## config.mk

```make
export PLATFORM = sky130hd
export DESIGN_NAME = ascii_timestamp_to_epoch_ns_unit
export DESIGN_NICKNAME = d
export VERILOG_FILES = /design/src/rtl/ats2e_pkg.sv /design/src/rtl/ats2e_conv.sv /design/src/rtl/ascii_timestamp_to_epoch_ns_unit.sv
export SDC_FILE = /design/constraint.sdc
export NUM_CORES = 2
export LEC_CHECK = 0
export BUFFER_PORTS_ARGS = -buffer_cell sky130_fd_sc_hd__buf_2
export CORE_MARGIN = 8
export CORE_UTILIZATION = 46
export DETAILED_ROUTE_END_ITERATION = 10
export PLACE_DENSITY = 0.71
export SETUP_SLACK_MARGIN = 0.5
export SLEW_MARGIN = 20
export SYNTH_ARGS = -nofsm -noshare
export SYNTH_HDL_FRONTEND = slang
export SYNTH_SLANG_ARGS = --single-unit
```

## constraint.sdc

```tcl
create_clock -name clk_i -period 14.75 [get_ports clk_i]
set_input_delay 2.95 -clock clk_i [delete_from_list [all_inputs] [get_ports clk_i]]
set_output_delay 2.95 -clock clk_i [all_outputs]
set_load 0.05 [all_outputs]
```

## src/rtl/ats2e_pkg.sv

```systemverilog
// Types, constants and layout tables shared by the timestamp converter.
`timescale 1ns / 1ps
`default_nettype none

package ats2e_pkg;

  // Layout codes written to the format register
  localparam logic [2:0] FMT_DATE_PLAIN   = 3'd0;
  localparam logic [2:0] FMT_DATE_DASH    = 3'd1;
  localparam logic [2:0] FMT_DT_PLAIN     = 3'd2;
  localparam logic [2:0] FMT_DT_DASH      = 3'd3;
  localparam logic [2:0] FMT_DT_MICRO     = 3'd4;
  localparam logic [2:0] FMT_US_MICRO     = 3'd5;
  localparam logic [2:0] FMT_DURATION     = 3'd6;
  localparam logic [2:0] FMT_NONE         = 3'd7;
  localparam logic [2:0] FMT_RESET        = FMT_DT_DASH;

  // Error codes
  localparam logic [2:0] ERR_OK     = 3'd0;
  localparam logic [2:0] ERR_LENGTH = 3'd1;
  localparam logic [2:0] ERR_YEAR   = 3'd2;
  localparam logic [2:0] ERR_MONTH  = 3'd3;
  localparam logic [2:0] ERR_DAY    = 3'd4;
  localparam logic [2:0] ERR_DIGIT  = 3'd5;

  localparam int unsigned YEAR_SPAN = 67;
  localparam logic [13:0] EPOCH_YEAR = 14'd1970;
  localparam logic [13:0] YEAR_MIN   = 14'(1970 + 1);
  localparam logic [13:0] YEAR_MAX   = 14'(1970 + YEAR_SPAN);
  localparam logic [6:0]  MONTH_MAX  = 7'd12;

  localparam logic [29:0] SEC_PER_HOUR  = 30'd3600;
  localparam logic [29:0] SEC_PER_MIN   = 30'd60;
  localparam logic [29:0] SEC_PER_DAY   = 30'(24 * 60 * 60);
  localparam logic [29:0] DAYS_PER_YEAR = 30'd365;
  localparam logic [29:0] NS_PER_SEC    = 30'd1000000000;
  localparam logic [29:0] NS_PER_US     = 30'd1000;

  typedef enum logic [2:0] {
    K_SEP, K_YEAR, K_MONTH, K_DAY, K_HOUR, K_MINUTE, K_SECOND, K_MICRO
  } kind_e;

  typedef enum logic [2:0] {
    CS_IDLE, CS_TOD_H, CS_TOD_M, CS_DAYS, CS_SEC, CS_NS, CS_US, CS_HOLD
  } conv_state_e;

  // Per-string state handed from the parser to the converter
  typedef struct packed {
    logic [2:0]  mode;
    logic [4:0]  pos;
    logic [13:0] year;
    logic [6:0]  month;
    logic [6:0]  day;
    logic [6:0]  hour;
    logic [6:0]  minute;
    logic [6:0]  second;
    logic [19:0] micro;
    logic        digit_err;
  } fields_t;

  function automatic logic [4:0] layout_len(input logic [2:0] mode);
    logic [4:0] len;
    case (mode)
      FMT_DATE_PLAIN: len = 5'd8;
      FMT_DATE_DASH:  len = 5'd10;
      FMT_DT_PLAIN:   len = 5'd17;
      FMT_DT_DASH:    len = 5'd19;
      FMT_DT_MICRO:   len = 5'd26;
      FMT_US_MICRO:   len = 5'd26;
      FMT_DURATION:   len = 5'd15;
      default:        len = 5'd0;
    endcase
    return len;
  endfunction

  // Field that a character position feeds; separators and positions
  // past the layout map to K_SEP
  function automatic kind_e layout_kind(input logic [2:0] mode, input logic [4:0] pos);
    kind_e k;
    k = K_SEP;
    case (mode)
      FMT_DATE_PLAIN: begin
        case (pos) inside
          [5'd0:5'd3]: k = K_YEAR;
          [5'd4:5'd5]: k = K_MONTH;
          [5'd6:5'd7]: k = K_DAY;
          default:     k = K_SEP;
        endcase
      end
      FMT_DATE_DASH: begin
        case (pos) inside
          [5'd0:5'd3]: k = K_YEAR;
          [5'd5:5'd6]: k = K_MONTH;
          [5'd8:5'd9]: k = K_DAY;
          default:     k = K_SEP;
        endcase
      end
      FMT_DT_PLAIN: begin
        case (pos) inside
          [5'd0:5'd3]:   k = K_YEAR;
          [5'd4:5'd5]:   k = K_MONTH;
          [5'd6:5'd7]:   k = K_DAY;
          [5'd9:5'd10]:  k = K_HOUR;
          [5'd12:5'd13]: k = K_MINUTE;
          [5'd15:5'd16]: k = K_SECOND;
          default:       k = K_SEP;
        endcase
      end
      FMT_DT_DASH, FMT_DT_MICRO: begin
        case (pos) inside
          [5'd0:5'd3]:   k = K_YEAR;
          [5'd5:5'd6]:   k = K_MONTH;
          [5'd8:5'd9]:   k = K_DAY;
          [5'd11:5'd12]: k = K_HOUR;
          [5'd14:5'd15]: k = K_MINUTE;
          [5'd17:5'd18]: k = K_SECOND;
          [5'd20:5'd25]: k = (mode == FMT_DT_MICRO) ? K_MICRO : K_SEP;
          default:       k = K_SEP;
        endcase
      end
      FMT_US_MICRO: begin
        case (pos) inside
          [5'd0:5'd1]:   k = K_MONTH;
          [5'd3:5'd4]:   k = K_DAY;
          [5'd6:5'd9]:   k = K_YEAR;
          [5'd11:5'd12]: k = K_HOUR;
          [5'd14:5'd15]: k = K_MINUTE;
          [5'd17:5'd18]: k = K_SECOND;
          [5'd20:5'd25]: k = K_MICRO;
          default:       k = K_SEP;
        endcase
      end
      FMT_DURATION: begin
        case (pos) inside
          [5'd0:5'd1]:  k = K_HOUR;
          [5'd3:5'd4]:  k = K_MINUTE;
          [5'd6:5'd7]:  k = K_SECOND;
          [5'd9:5'd14]: k = K_MICRO;
          default:      k = K_SEP;
        endcase
      end
      default: k = K_SEP;
    endcase
    return k;
  endfunction

  function automatic logic [4:0] month_days(input logic [6:0] month, input logic leap);
    logic [4:0] n;
    case (month) inside
      7'd1, 7'd3, 7'd5, 7'd7, 7'd8, 7'd10, 7'd12: n = 5'd31;
      7'd4, 7'd6, 7'd9, 7'd11:                    n = 5'd30;
      7'd2:                                       n = leap ? 5'd29 : 5'd28;
      default:                                    n = 5'd0;
    endcase
    return n;
  endfunction

  function automatic logic [8:0] days_before_month(input logic [6:0] month);
    logic [8:0] n;
    case (month)
      7'd2:    n = 9'd31;
      7'd3:    n = 9'd59;
      7'd4:    n = 9'd90;
      7'd5:    n = 9'd120;
      7'd6:    n = 9'd151;
      7'd7:    n = 9'd181;
      7'd8:    n = 9'd212;
      7'd9:    n = 9'd243;
      7'd10:   n = 9'd273;
      7'd11:   n = 9'd304;
      7'd12:   n = 9'd334;
      default: n = 9'd0;
    endcase
    return n;
  endfunction

endpackage

`default_nettype wire

```

## src/rtl/ats2e_conv.sv

```systemverilog
// Checks a finished string and converts it to nanoseconds with one shared multiply-add.
`timescale 1ns / 1ps
`default_nettype none

module ats2e_conv (
  input  wire logic              clk_i,
  input  wire logic              rst_ni,
  input  wire logic              start_i,
  input  wire logic              ack_i,
  input  wire ats2e_pkg::fields_t fld_i,
  output logic                   busy_o,
  output logic                   done_o,
  output logic [61:0]            nanoseconds_o,
  output logic [2:0]             error_code_o
);
  import ats2e_pkg::*;

  conv_state_e state_q, state_d;
  logic [61:0] acc_q, acc_d;
  logic [18:0] tod_q, tod_d;

  logic [31:0] op_a;
  logic [29:0] op_b;
  logic [61:0] op_c;
  logic [61:0] mac_res;

  logic        leap;
  logic [13:0] year_off;
  logic [6:0]  yr;
  logic [7:0]  yr_p1;
  logic [9:0]  small_sum;
  logic [4:0]  limit;
  logic [2:0]  err;

  // shared multiply-add
  assign mac_res = 62'(op_a) * 62'(op_b) + op_c;

  assign leap     = (fld_i.year[1:0] == 2'b00);
  assign year_off = fld_i.year - EPOCH_YEAR;
  assign yr       = year_off[6:0];
  assign yr_p1    = {1'b0, yr} + 8'd1;
  assign limit    = month_days(fld_i.month, leap);
  assign small_sum = 10'(yr_p1[7:2]) + 10'(days_before_month(fld_i.month))
                   + 10'((leap && fld_i.month >= 7'd3) ? 1'b1 : 1'b0)
                   + 10'(fld_i.day) - 10'd1;

  always_comb begin
    if (fld_i.mode == FMT_NONE || fld_i.pos != layout_len(fld_i.mode)) begin
      err = ERR_LENGTH;
    end else if (fld_i.digit_err) begin
      err = ERR_DIGIT;
    end else if (fld_i.mode == FMT_DURATION) begin
      err = ERR_OK;
    end else if (fld_i.year < YEAR_MIN || fld_i.year > YEAR_MAX) begin
      err = ERR_YEAR;
    end else if (fld_i.month == 7'd0 || fld_i.month > MONTH_MAX) begin
      err = ERR_MONTH;
    end else if (fld_i.day == 7'd0 || fld_i.day > 7'(limit)) begin
      err = ERR_DAY;
    end else begin
      err = ERR_OK;
    end
  end

  always_ff @(posedge clk_i or negedge rst_ni) begin
    if (!rst_ni) begin
      state_q <= CS_IDLE;
    end else begin
      state_q <= state_d;
    end
  end

  always_ff @(posedge clk_i) begin
    acc_q <= acc_d;
    tod_q <= tod_d;
  end

  always_comb begin
    state_d = state_q;
    acc_d   = acc_q;
    tod_d   = tod_q;
    op_a    = '0;
    op_b    = '0;
    op_c    = '0;
    unique case (state_q)
      CS_IDLE: begin
        if (start_i) state_d = CS_TOD_H;
      end
      CS_TOD_H: begin
        op_a    = 32'(fld_i.hour);
        op_b    = SEC_PER_HOUR;
        op_c    = 62'(fld_i.second);
        acc_d   = mac_res;
        state_d = CS_TOD_M;
      end
      CS_TOD_M: begin
        op_a    = 32'(fld_i.minute);
        op_b    = SEC_PER_MIN;
        op_c    = acc_q;
        acc_d   = mac_res;
        state_d = CS_DAYS;
      end
      CS_DAYS: begin
        // days since epoch; zero for a duration
        tod_d   = acc_q[18:0];
        op_a    = (fld_i.mode == FMT_DURATION) ? 32'd0 : 32'(yr);
        op_b    = DAYS_PER_YEAR;
        op_c    = (fld_i.mode == FMT_DURATION) ? 62'd0 : 62'(small_sum);
        acc_d   = mac_res;
        state_d = CS_SEC;
      end
      CS_SEC: begin
        op_a    = acc_q[31:0];
        op_b    = SEC_PER_DAY;
        op_c    = 62'(tod_q);
        acc_d   = mac_res;
        state_d = CS_NS;
      end
      CS_NS: begin
        op_a    = acc_q[31:0];
        op_b    = NS_PER_SEC;
        acc_d   = mac_res;
        state_d = CS_US;
      end
      CS_US: begin
        op_a    = 32'(fld_i.micro);
        op_b    = NS_PER_US;
        op_c    = acc_q;
        acc_d   = mac_res;
        state_d = CS_HOLD;
      end
      CS_HOLD: begin
        if (ack_i) state_d = CS_IDLE;
      end
      default: state_d = CS_IDLE;
    endcase
  end

  assign busy_o        = (state_q != CS_IDLE);
  assign done_o        = (state_q == CS_HOLD);
  assign error_code_o  = err;
  assign nanoseconds_o = (err == ERR_OK) ? acc_q : 62'd0;

endmodule

`default_nettype wire

```

## src/rtl/ascii_timestamp_to_epoch_ns_unit.sv

```systemverilog
// Top level: byte parser, format register, converter and output register.
// Flow: a non-final byte is taken while the converter is idle; after the final
// byte the converter runs six multiply-add steps on its one shared unit and
// holds the result until it moves into the output register.
// A new string's bytes are not taken before then: in_stall_o is high while
// the conversion runs and until the result moves into the output register.
// Reset: format 3 (dashed date-time), parser accumulators, output valid clear.
`timescale 1ns / 1ps
`default_nettype none

module ascii_timestamp_to_epoch_ns_unit (
  input  wire logic        clk_i,
  input  wire logic        rst_ni,
  input  wire logic        cfg_we_i,
  input  wire logic [2:0]  cfg_format_mode_i,
  input  wire logic        in_valid_i,
  output logic             in_stall_o,
  input  wire logic [7:0]  char_byte_i,
  input  wire logic        last_char_i,
  output logic             out_valid_o,
  input  wire logic        out_stall_i,
  output logic [61:0]      nanoseconds_o,
  output logic [2:0]       error_code_o
);
  import ats2e_pkg::*;

  logic [2:0]  mode_q;
  fields_t     fld_q, fld_d;
  logic        in_acc;
  logic        is_digit;
  logic [3:0]  digit;
  kind_e       kind;

  logic        conv_busy, conv_done, conv_ack;
  logic [61:0] conv_ns;
  logic [2:0]  conv_err;

  logic        out_valid_q;
  logic [61:0] ns_q;
  logic [2:0]  err_q;

  // bytes are taken only while the converter is idle
  assign in_stall_o = conv_busy;
  assign in_acc     = in_valid_i && !in_stall_o;

  // result moves into the output register once that register is free
  assign conv_ack = conv_done && (!out_valid_q || !out_stall_i);

  always_ff @(posedge clk_i or negedge rst_ni) begin
    if (!rst_ni) begin
      mode_q <= FMT_RESET;
    end else if (cfg_we_i) begin
      mode_q <= cfg_format_mode_i;
    end
  end

  // Byte decode: the position picks the field; a non-digit in a digit
  // position adds zero and flags the string
  assign is_digit = (char_byte_i >= 8'h30) && (char_byte_i <= 8'h39);
  assign digit    = is_digit ? char_byte_i[3:0] : 4'd0;
  assign kind     = layout_kind(mode_q, fld_q.pos);

  always_comb begin
    fld_d      = fld_q;
    fld_d.mode = mode_q;
    if (conv_ack) begin
      fld_d      = '0;
      fld_d.mode = mode_q;
    end else if (in_acc) begin
      case (kind)
        K_YEAR:   fld_d.year   = 14'(fld_q.year * 4'd10) + 14'(digit);
        K_MONTH:  fld_d.month  = 7'(fld_q.month * 4'd10) + 7'(digit);
        K_DAY:    fld_d.day    = 7'(fld_q.day * 4'd10) + 7'(digit);
        K_HOUR:   fld_d.hour   = 7'(fld_q.hour * 4'd10) + 7'(digit);
        K_MINUTE: fld_d.minute = 7'(fld_q.minute * 4'd10) + 7'(digit);
        K_SECOND: fld_d.second = 7'(fld_q.second * 4'd10) + 7'(digit);
        K_MICRO:  fld_d.micro  = 20'(fld_q.micro * 4'd10) + 20'(digit);
        default:  ;
      endcase
      if (kind != K_SEP && !is_digit) fld_d.digit_err = 1'b1;
      // position saturates; past any layout it only feeds the length check
      if (fld_q.pos != 5'd31) fld_d.pos = fld_q.pos + 5'd1;
    end
  end

  always_ff @(posedge clk_i or negedge rst_ni) begin
    if (!rst_ni) begin
      fld_q <= fields_t'{mode: FMT_RESET, default: '0};
    end else begin
      fld_q <= fld_d;
    end
  end

  ats2e_conv u_conv (
    .clk_i         (clk_i),
    .rst_ni        (rst_ni),
    .start_i       (in_acc && last_char_i),
    .ack_i         (conv_ack),
    .fld_i         (fld_q),
    .busy_o        (conv_busy),
    .done_o        (conv_done),
    .nanoseconds_o (conv_ns),
    .error_code_o  (conv_err)
  );

  // output register
  always_ff @(posedge clk_i or negedge rst_ni) begin
    if (!rst_ni) begin
      out_valid_q <= 1'b0;
    end else if (conv_ack) begin
      out_valid_q <= 1'b1;
    end else if (!out_stall_i) begin
      out_valid_q <= 1'b0;
    end
  end

  always_ff @(posedge clk_i) begin
    if (conv_ack) begin
      ns_q  <= conv_ns;
      err_q <= conv_err;
    end
  end

  assign out_valid_o   = out_valid_q;
  assign nanoseconds_o = ns_q;
  assign error_code_o  = err_q;

endmodule

`default_nettype wire

```

==> summary.log <==
[detailed_routing] wire length reported by the detailed router 109000 um
[detailed_routing] violation count after the first detailed-routing iteration 2353
[detailed_routing] vias per std cell 5.27
[detailed_routing] Routed Antenna Nets 0
[sta] setup repair after global routing missed its margin no
[cts] clock latency on the worst-skew pair 0.63 ns
[worst_setup_path] largest fanout of any net on the critical path 32
[worst_setup_path] data arrival time of the critical path 11.81 ns
[die] height of the die 314 um
[cts] clk root buf sky130_fd_sc_hd__clkbuf_16
[die] Die Width 314 um
[sta] slew at the pin closest to its max-slew limit 1.11 ns
[yosys] synthesis warning total 0
[yosys] Post-Syn Instances 4111
[outcome] outcome finished clean
[layout] total of fill cells in the finished design 8156
[detailed_routing] Pre-antenna DRT Iters 9
[global_routing] GRT Overall Usage 0.224
[global_routing] number of antenna violations at the first check in global routing 6
[cts] CTS resizes 0
[layout] fin nets 5444
[yosys] post-synth cell types 96
[global_routing] pin count of the biggest net entering global routing 79
[detailed_routing] DR WL/cell 20.1 um
[yosys] async set or reset register ratio after synthesis 0.368
[layout] commonest cells after routing, fill and taps aside sky130_fd_sc_hd__inv_1 (953), sky130_fd_sc_hd__fa_1 (721), sky130_fd_sc_hd__ha_1 (484)
[placed_design] HPWL after detailed placement 91000 um
[global_routing] global-route wire length before repair 173000 um
[layout] area grow syn2layout 7.26%
[placed_design] count of buffers from port buffering 83
[layout] FF/Latch Area 0.00652 mm^2
[cts] TritonCTS buffer count 31
[sta] time the worst path needs with I/O delays and setup 11.45 ns
[placed_design] cell area reported after detailed placement 0.0426 mm^2
[layout] leading cell type in the layout, fill and taps excluded sky130_fd_sc_hd__inv_1
[sta] Worst Skew 0.0233 ns
[detailed_routing] DRC viols 0
[layout] final std cell area, no fill 0.0437 mm^2
[placed_design] placer congestion estimate 0.964
[worst_setup_path] kind of end point of the critical path flip-flop
[cts] Setup Buffers After CTS 0
[detailed_routing] vias 28500
[sta] total negative setup slack 0 ns
[die] die outline area 0.0983 mm^2
[sta] Setup Viol. Count Final 0
[layout] footprint of the multi-input gates 0.0304 mm^2
[worst_setup_path] cell with the largest stage delay on the worst path sky130_fd_sc_hd__nor4_1
[worst_setup_path] required time at the worst-slack endpoint 15.12 ns
[yosys] Avg Synthesized Cell Area 9.90 um^2
[global_routing] vias in the first global route 30200
[sta] final hold violations 0
[worst_setup_path] element type at the critical path start flip-flop
[sta] final worst path period share 0.776
[cts] clock input transition at the sequential cells of the worst setup and hold paths 0.06 ns
[die] I/O pin total 84
[yosys] register bit count reported by yosys 231
[cts] number of H-tree levels 1
[worst_setup_path] Top cell by count, worst path sky130_fd_sc_hd__fa_1
[sta] count of final max-slew check failures 0
[die] number of rows in the core area 109
[cts] sinks on the clock net 231
[sta] remaining max-slew budget at the tightest pin 0.257
[yosys] sequential share of the synthesized area 0.160
[layout] share of final-layout standard cells stronger than drive strength 1 0.0528
[cts] buffer depth of the longest clock path 3
[die] total core area 0.0881 mm^2
[sta] timing-limited maximum frequency 0.0874 GHz
[worst_setup_path] Slowest Stage Delay on Critical Path 0.89 ns
[job] max-cap check violation count 0
[yosys] primary flip-flop cell chosen by synthesis mapping sky130_fd_sc_hd__edfxtp_1
[global_routing] global-route congestion overflow total 0
[worst_setup_path] critical setup path kind reg2reg
[cts] TritonCTS clock tree done
[die] effective utilization at floorplan 0.462
[cts] post-cts hold buffer count 0
[yosys] netlist area before placement 0.0407 mm^2
[hold_path] worst min path class reg2reg
[yosys] number of enable-type register cells in the synthesized netlist 146
routing by layer:
layer  global-route usage  routed length, um  vias up
met2                0.362              49900      979
met1                0.310              46600    14200
li1                     -                  -    13100
met5                    0                  0        -
met3               0.0391               8590      173
met4               0.0623               3650        0
critical path, delay by kind of cell (launching register included):
kind                     cells  cell delay (ns)
adder cells (fa/ha/maj)      9             4.35
buffers and inverters        6             0.92
AND/OR/NAND/NOR              8             3.55
XOR/XNOR                     2             0.25
AO/OA/AOI/OAI                6             1.32
flip-flops                   1             0.77
sequential cells by signal, summed over array words and instances (netlist names):
register	flops
error_code_o	3
fld_q	78
mode_q	3
nanoseconds_o	62
out_valid_o	1
u_conv.acc_q	62
u_conv.state_q	3
u_conv.tod_q	19
cells in the mapped netlist (5+ instances only):
master / number / area (um^2)
sky130_fd_sc_hd__o21ai_0: 113 / 566
sky130_fd_sc_hd__a211oi_1: 31 / 233
sky130_fd_sc_hd__a41oi_1: 5 / 43.8
sky130_fd_sc_hd__nand2b_1: 25 / 156
sky130_fd_sc_hd__inv_1: 953 / 3580
sky130_fd_sc_hd__edfxtp_1: 146 / 4380
sky130_fd_sc_hd__nor3b_1: 14 / 105
sky130_fd_sc_hd__nand2_1: 258 / 968
sky130_fd_sc_hd__nand3b_1: 8 / 60.1
sky130_fd_sc_hd__nand3_1: 56 / 280
sky130_fd_sc_hd__nor2_1: 217 / 815
sky130_fd_sc_hd__o21bai_1: 20 / 150
sky130_fd_sc_hd__ha_1: 485 / 6070
sky130_fd_sc_hd__clkbuf_1: 105 / 394
sky130_fd_sc_hd__and4_1: 6 / 52.6
sky130_fd_sc_hd__nor4_1: 7 / 43.8
sky130_fd_sc_hd__and2_1: 119 / 744
sky130_fd_sc_hd__o22ai_1: 7 / 43.8
sky130_fd_sc_hd__or2_2: 15 / 93.8
sky130_fd_sc_hd__o211ai_1: 8 / 60.1
sky130_fd_sc_hd__nor2b_1: 27 / 169
sky130_fd_sc_hd__dfrtp_1: 81 / 2030
sky130_fd_sc_hd__buf_2: 13 / 65.1
sky130_fd_sc_hd__a31oi_1: 17 / 106
sky130_fd_sc_hd__a22oi_1: 32 / 240
sky130_fd_sc_hd__buf_1: 5 / 18.8
sky130_fd_sc_hd__fa_1: 721 / 14400
sky130_fd_sc_hd__a21oi_1: 133 / 666
sky130_fd_sc_hd__xor2_1: 54 / 473
sky130_fd_sc_hd__mux2i_1: 38 / 380
sky130_fd_sc_hd__buf_6: 6 / 67.6
sky130_fd_sc_hd__nand4_1: 21 / 131
sky130_fd_sc_hd__a21o_1: 60 / 450
sky130_fd_sc_hd__a222oi_1: 7 / 70.1
sky130_fd_sc_hd__and3_1: 16 / 100
sky130_fd_sc_hd__a22o_1: 19 / 166
sky130_fd_sc_hd__or3_1: 5 / 31.3
sky130_fd_sc_hd__o21a_1: 9 / 67.6
sky130_fd_sc_hd__a211oi_2: 9 / 113
sky130_fd_sc_hd__xnor2_1: 117 / 1020
sky130_fd_sc_hd__nor3_1: 27 / 135
metrics by stage:
step	setup slack, ns	hold slack [ns]	cells	utilization
floorplan	5.83	0.358	4209	-
global placement	3.69	0.400	5353	0.484
detailed placement	3.49	0.397	5353	0.484
CTS	3.47	0.405	5409	0.496
global route	2.80	0.410	5409	0.496
finish	3.30	0.403	5411	0.496
path summary, 6_finish.rpt:
| path | startpoint | to | slack [ns] | cells past startpoint |
|---|---|---|---|---|
| setup / recovery | u_conv.state_q[2] | u_conv.acc_q[61] | 3.30 | 31 |
| hold / removal | mode_q[1] | fld_q[76] | 0.40 | 0 |
| setup reg to reg | u_conv.state_q[2] | u_conv.acc_q[61] | 3.30 | 31 |
| hold reg to reg | mode_q[1] | fld_q[76] | 0.40 | 0 |
| max in group asynchronous | rst_ni | u_conv.state_q[0] | 11.66 | 2 |
| min in group asynchronous | rst_ni | fld_q[69] | 2.14 | 1 |
cell type report:
cell class | instances | area share
clock buffer | 39 | 0.0196
clock inverter | 17 | 0.00401
tap | 1165 | 0.0334
multi-input combinational | 2892 | 0.697
sequential | 231 | 0.149
inverter | 955 | 0.0822
antenna | 2 | 0.000115
timing repair buffer | 110 | 0.0143
cell families after synthesis:
logic type / synth area share
other: 0.000184
and+or+nand+nor: 0.101
DFF: 0.160
xor gates and xnor gates: 0.0368
muxes: 0.00990
adders and majority gates: 0.504
buffers and inverters: 0.102
AOI/OAI and AO/OA: 0.0872
Power is not shown: default switching activity piles up to over one toggle a cycle in this logic, so the estimate is an artifact.
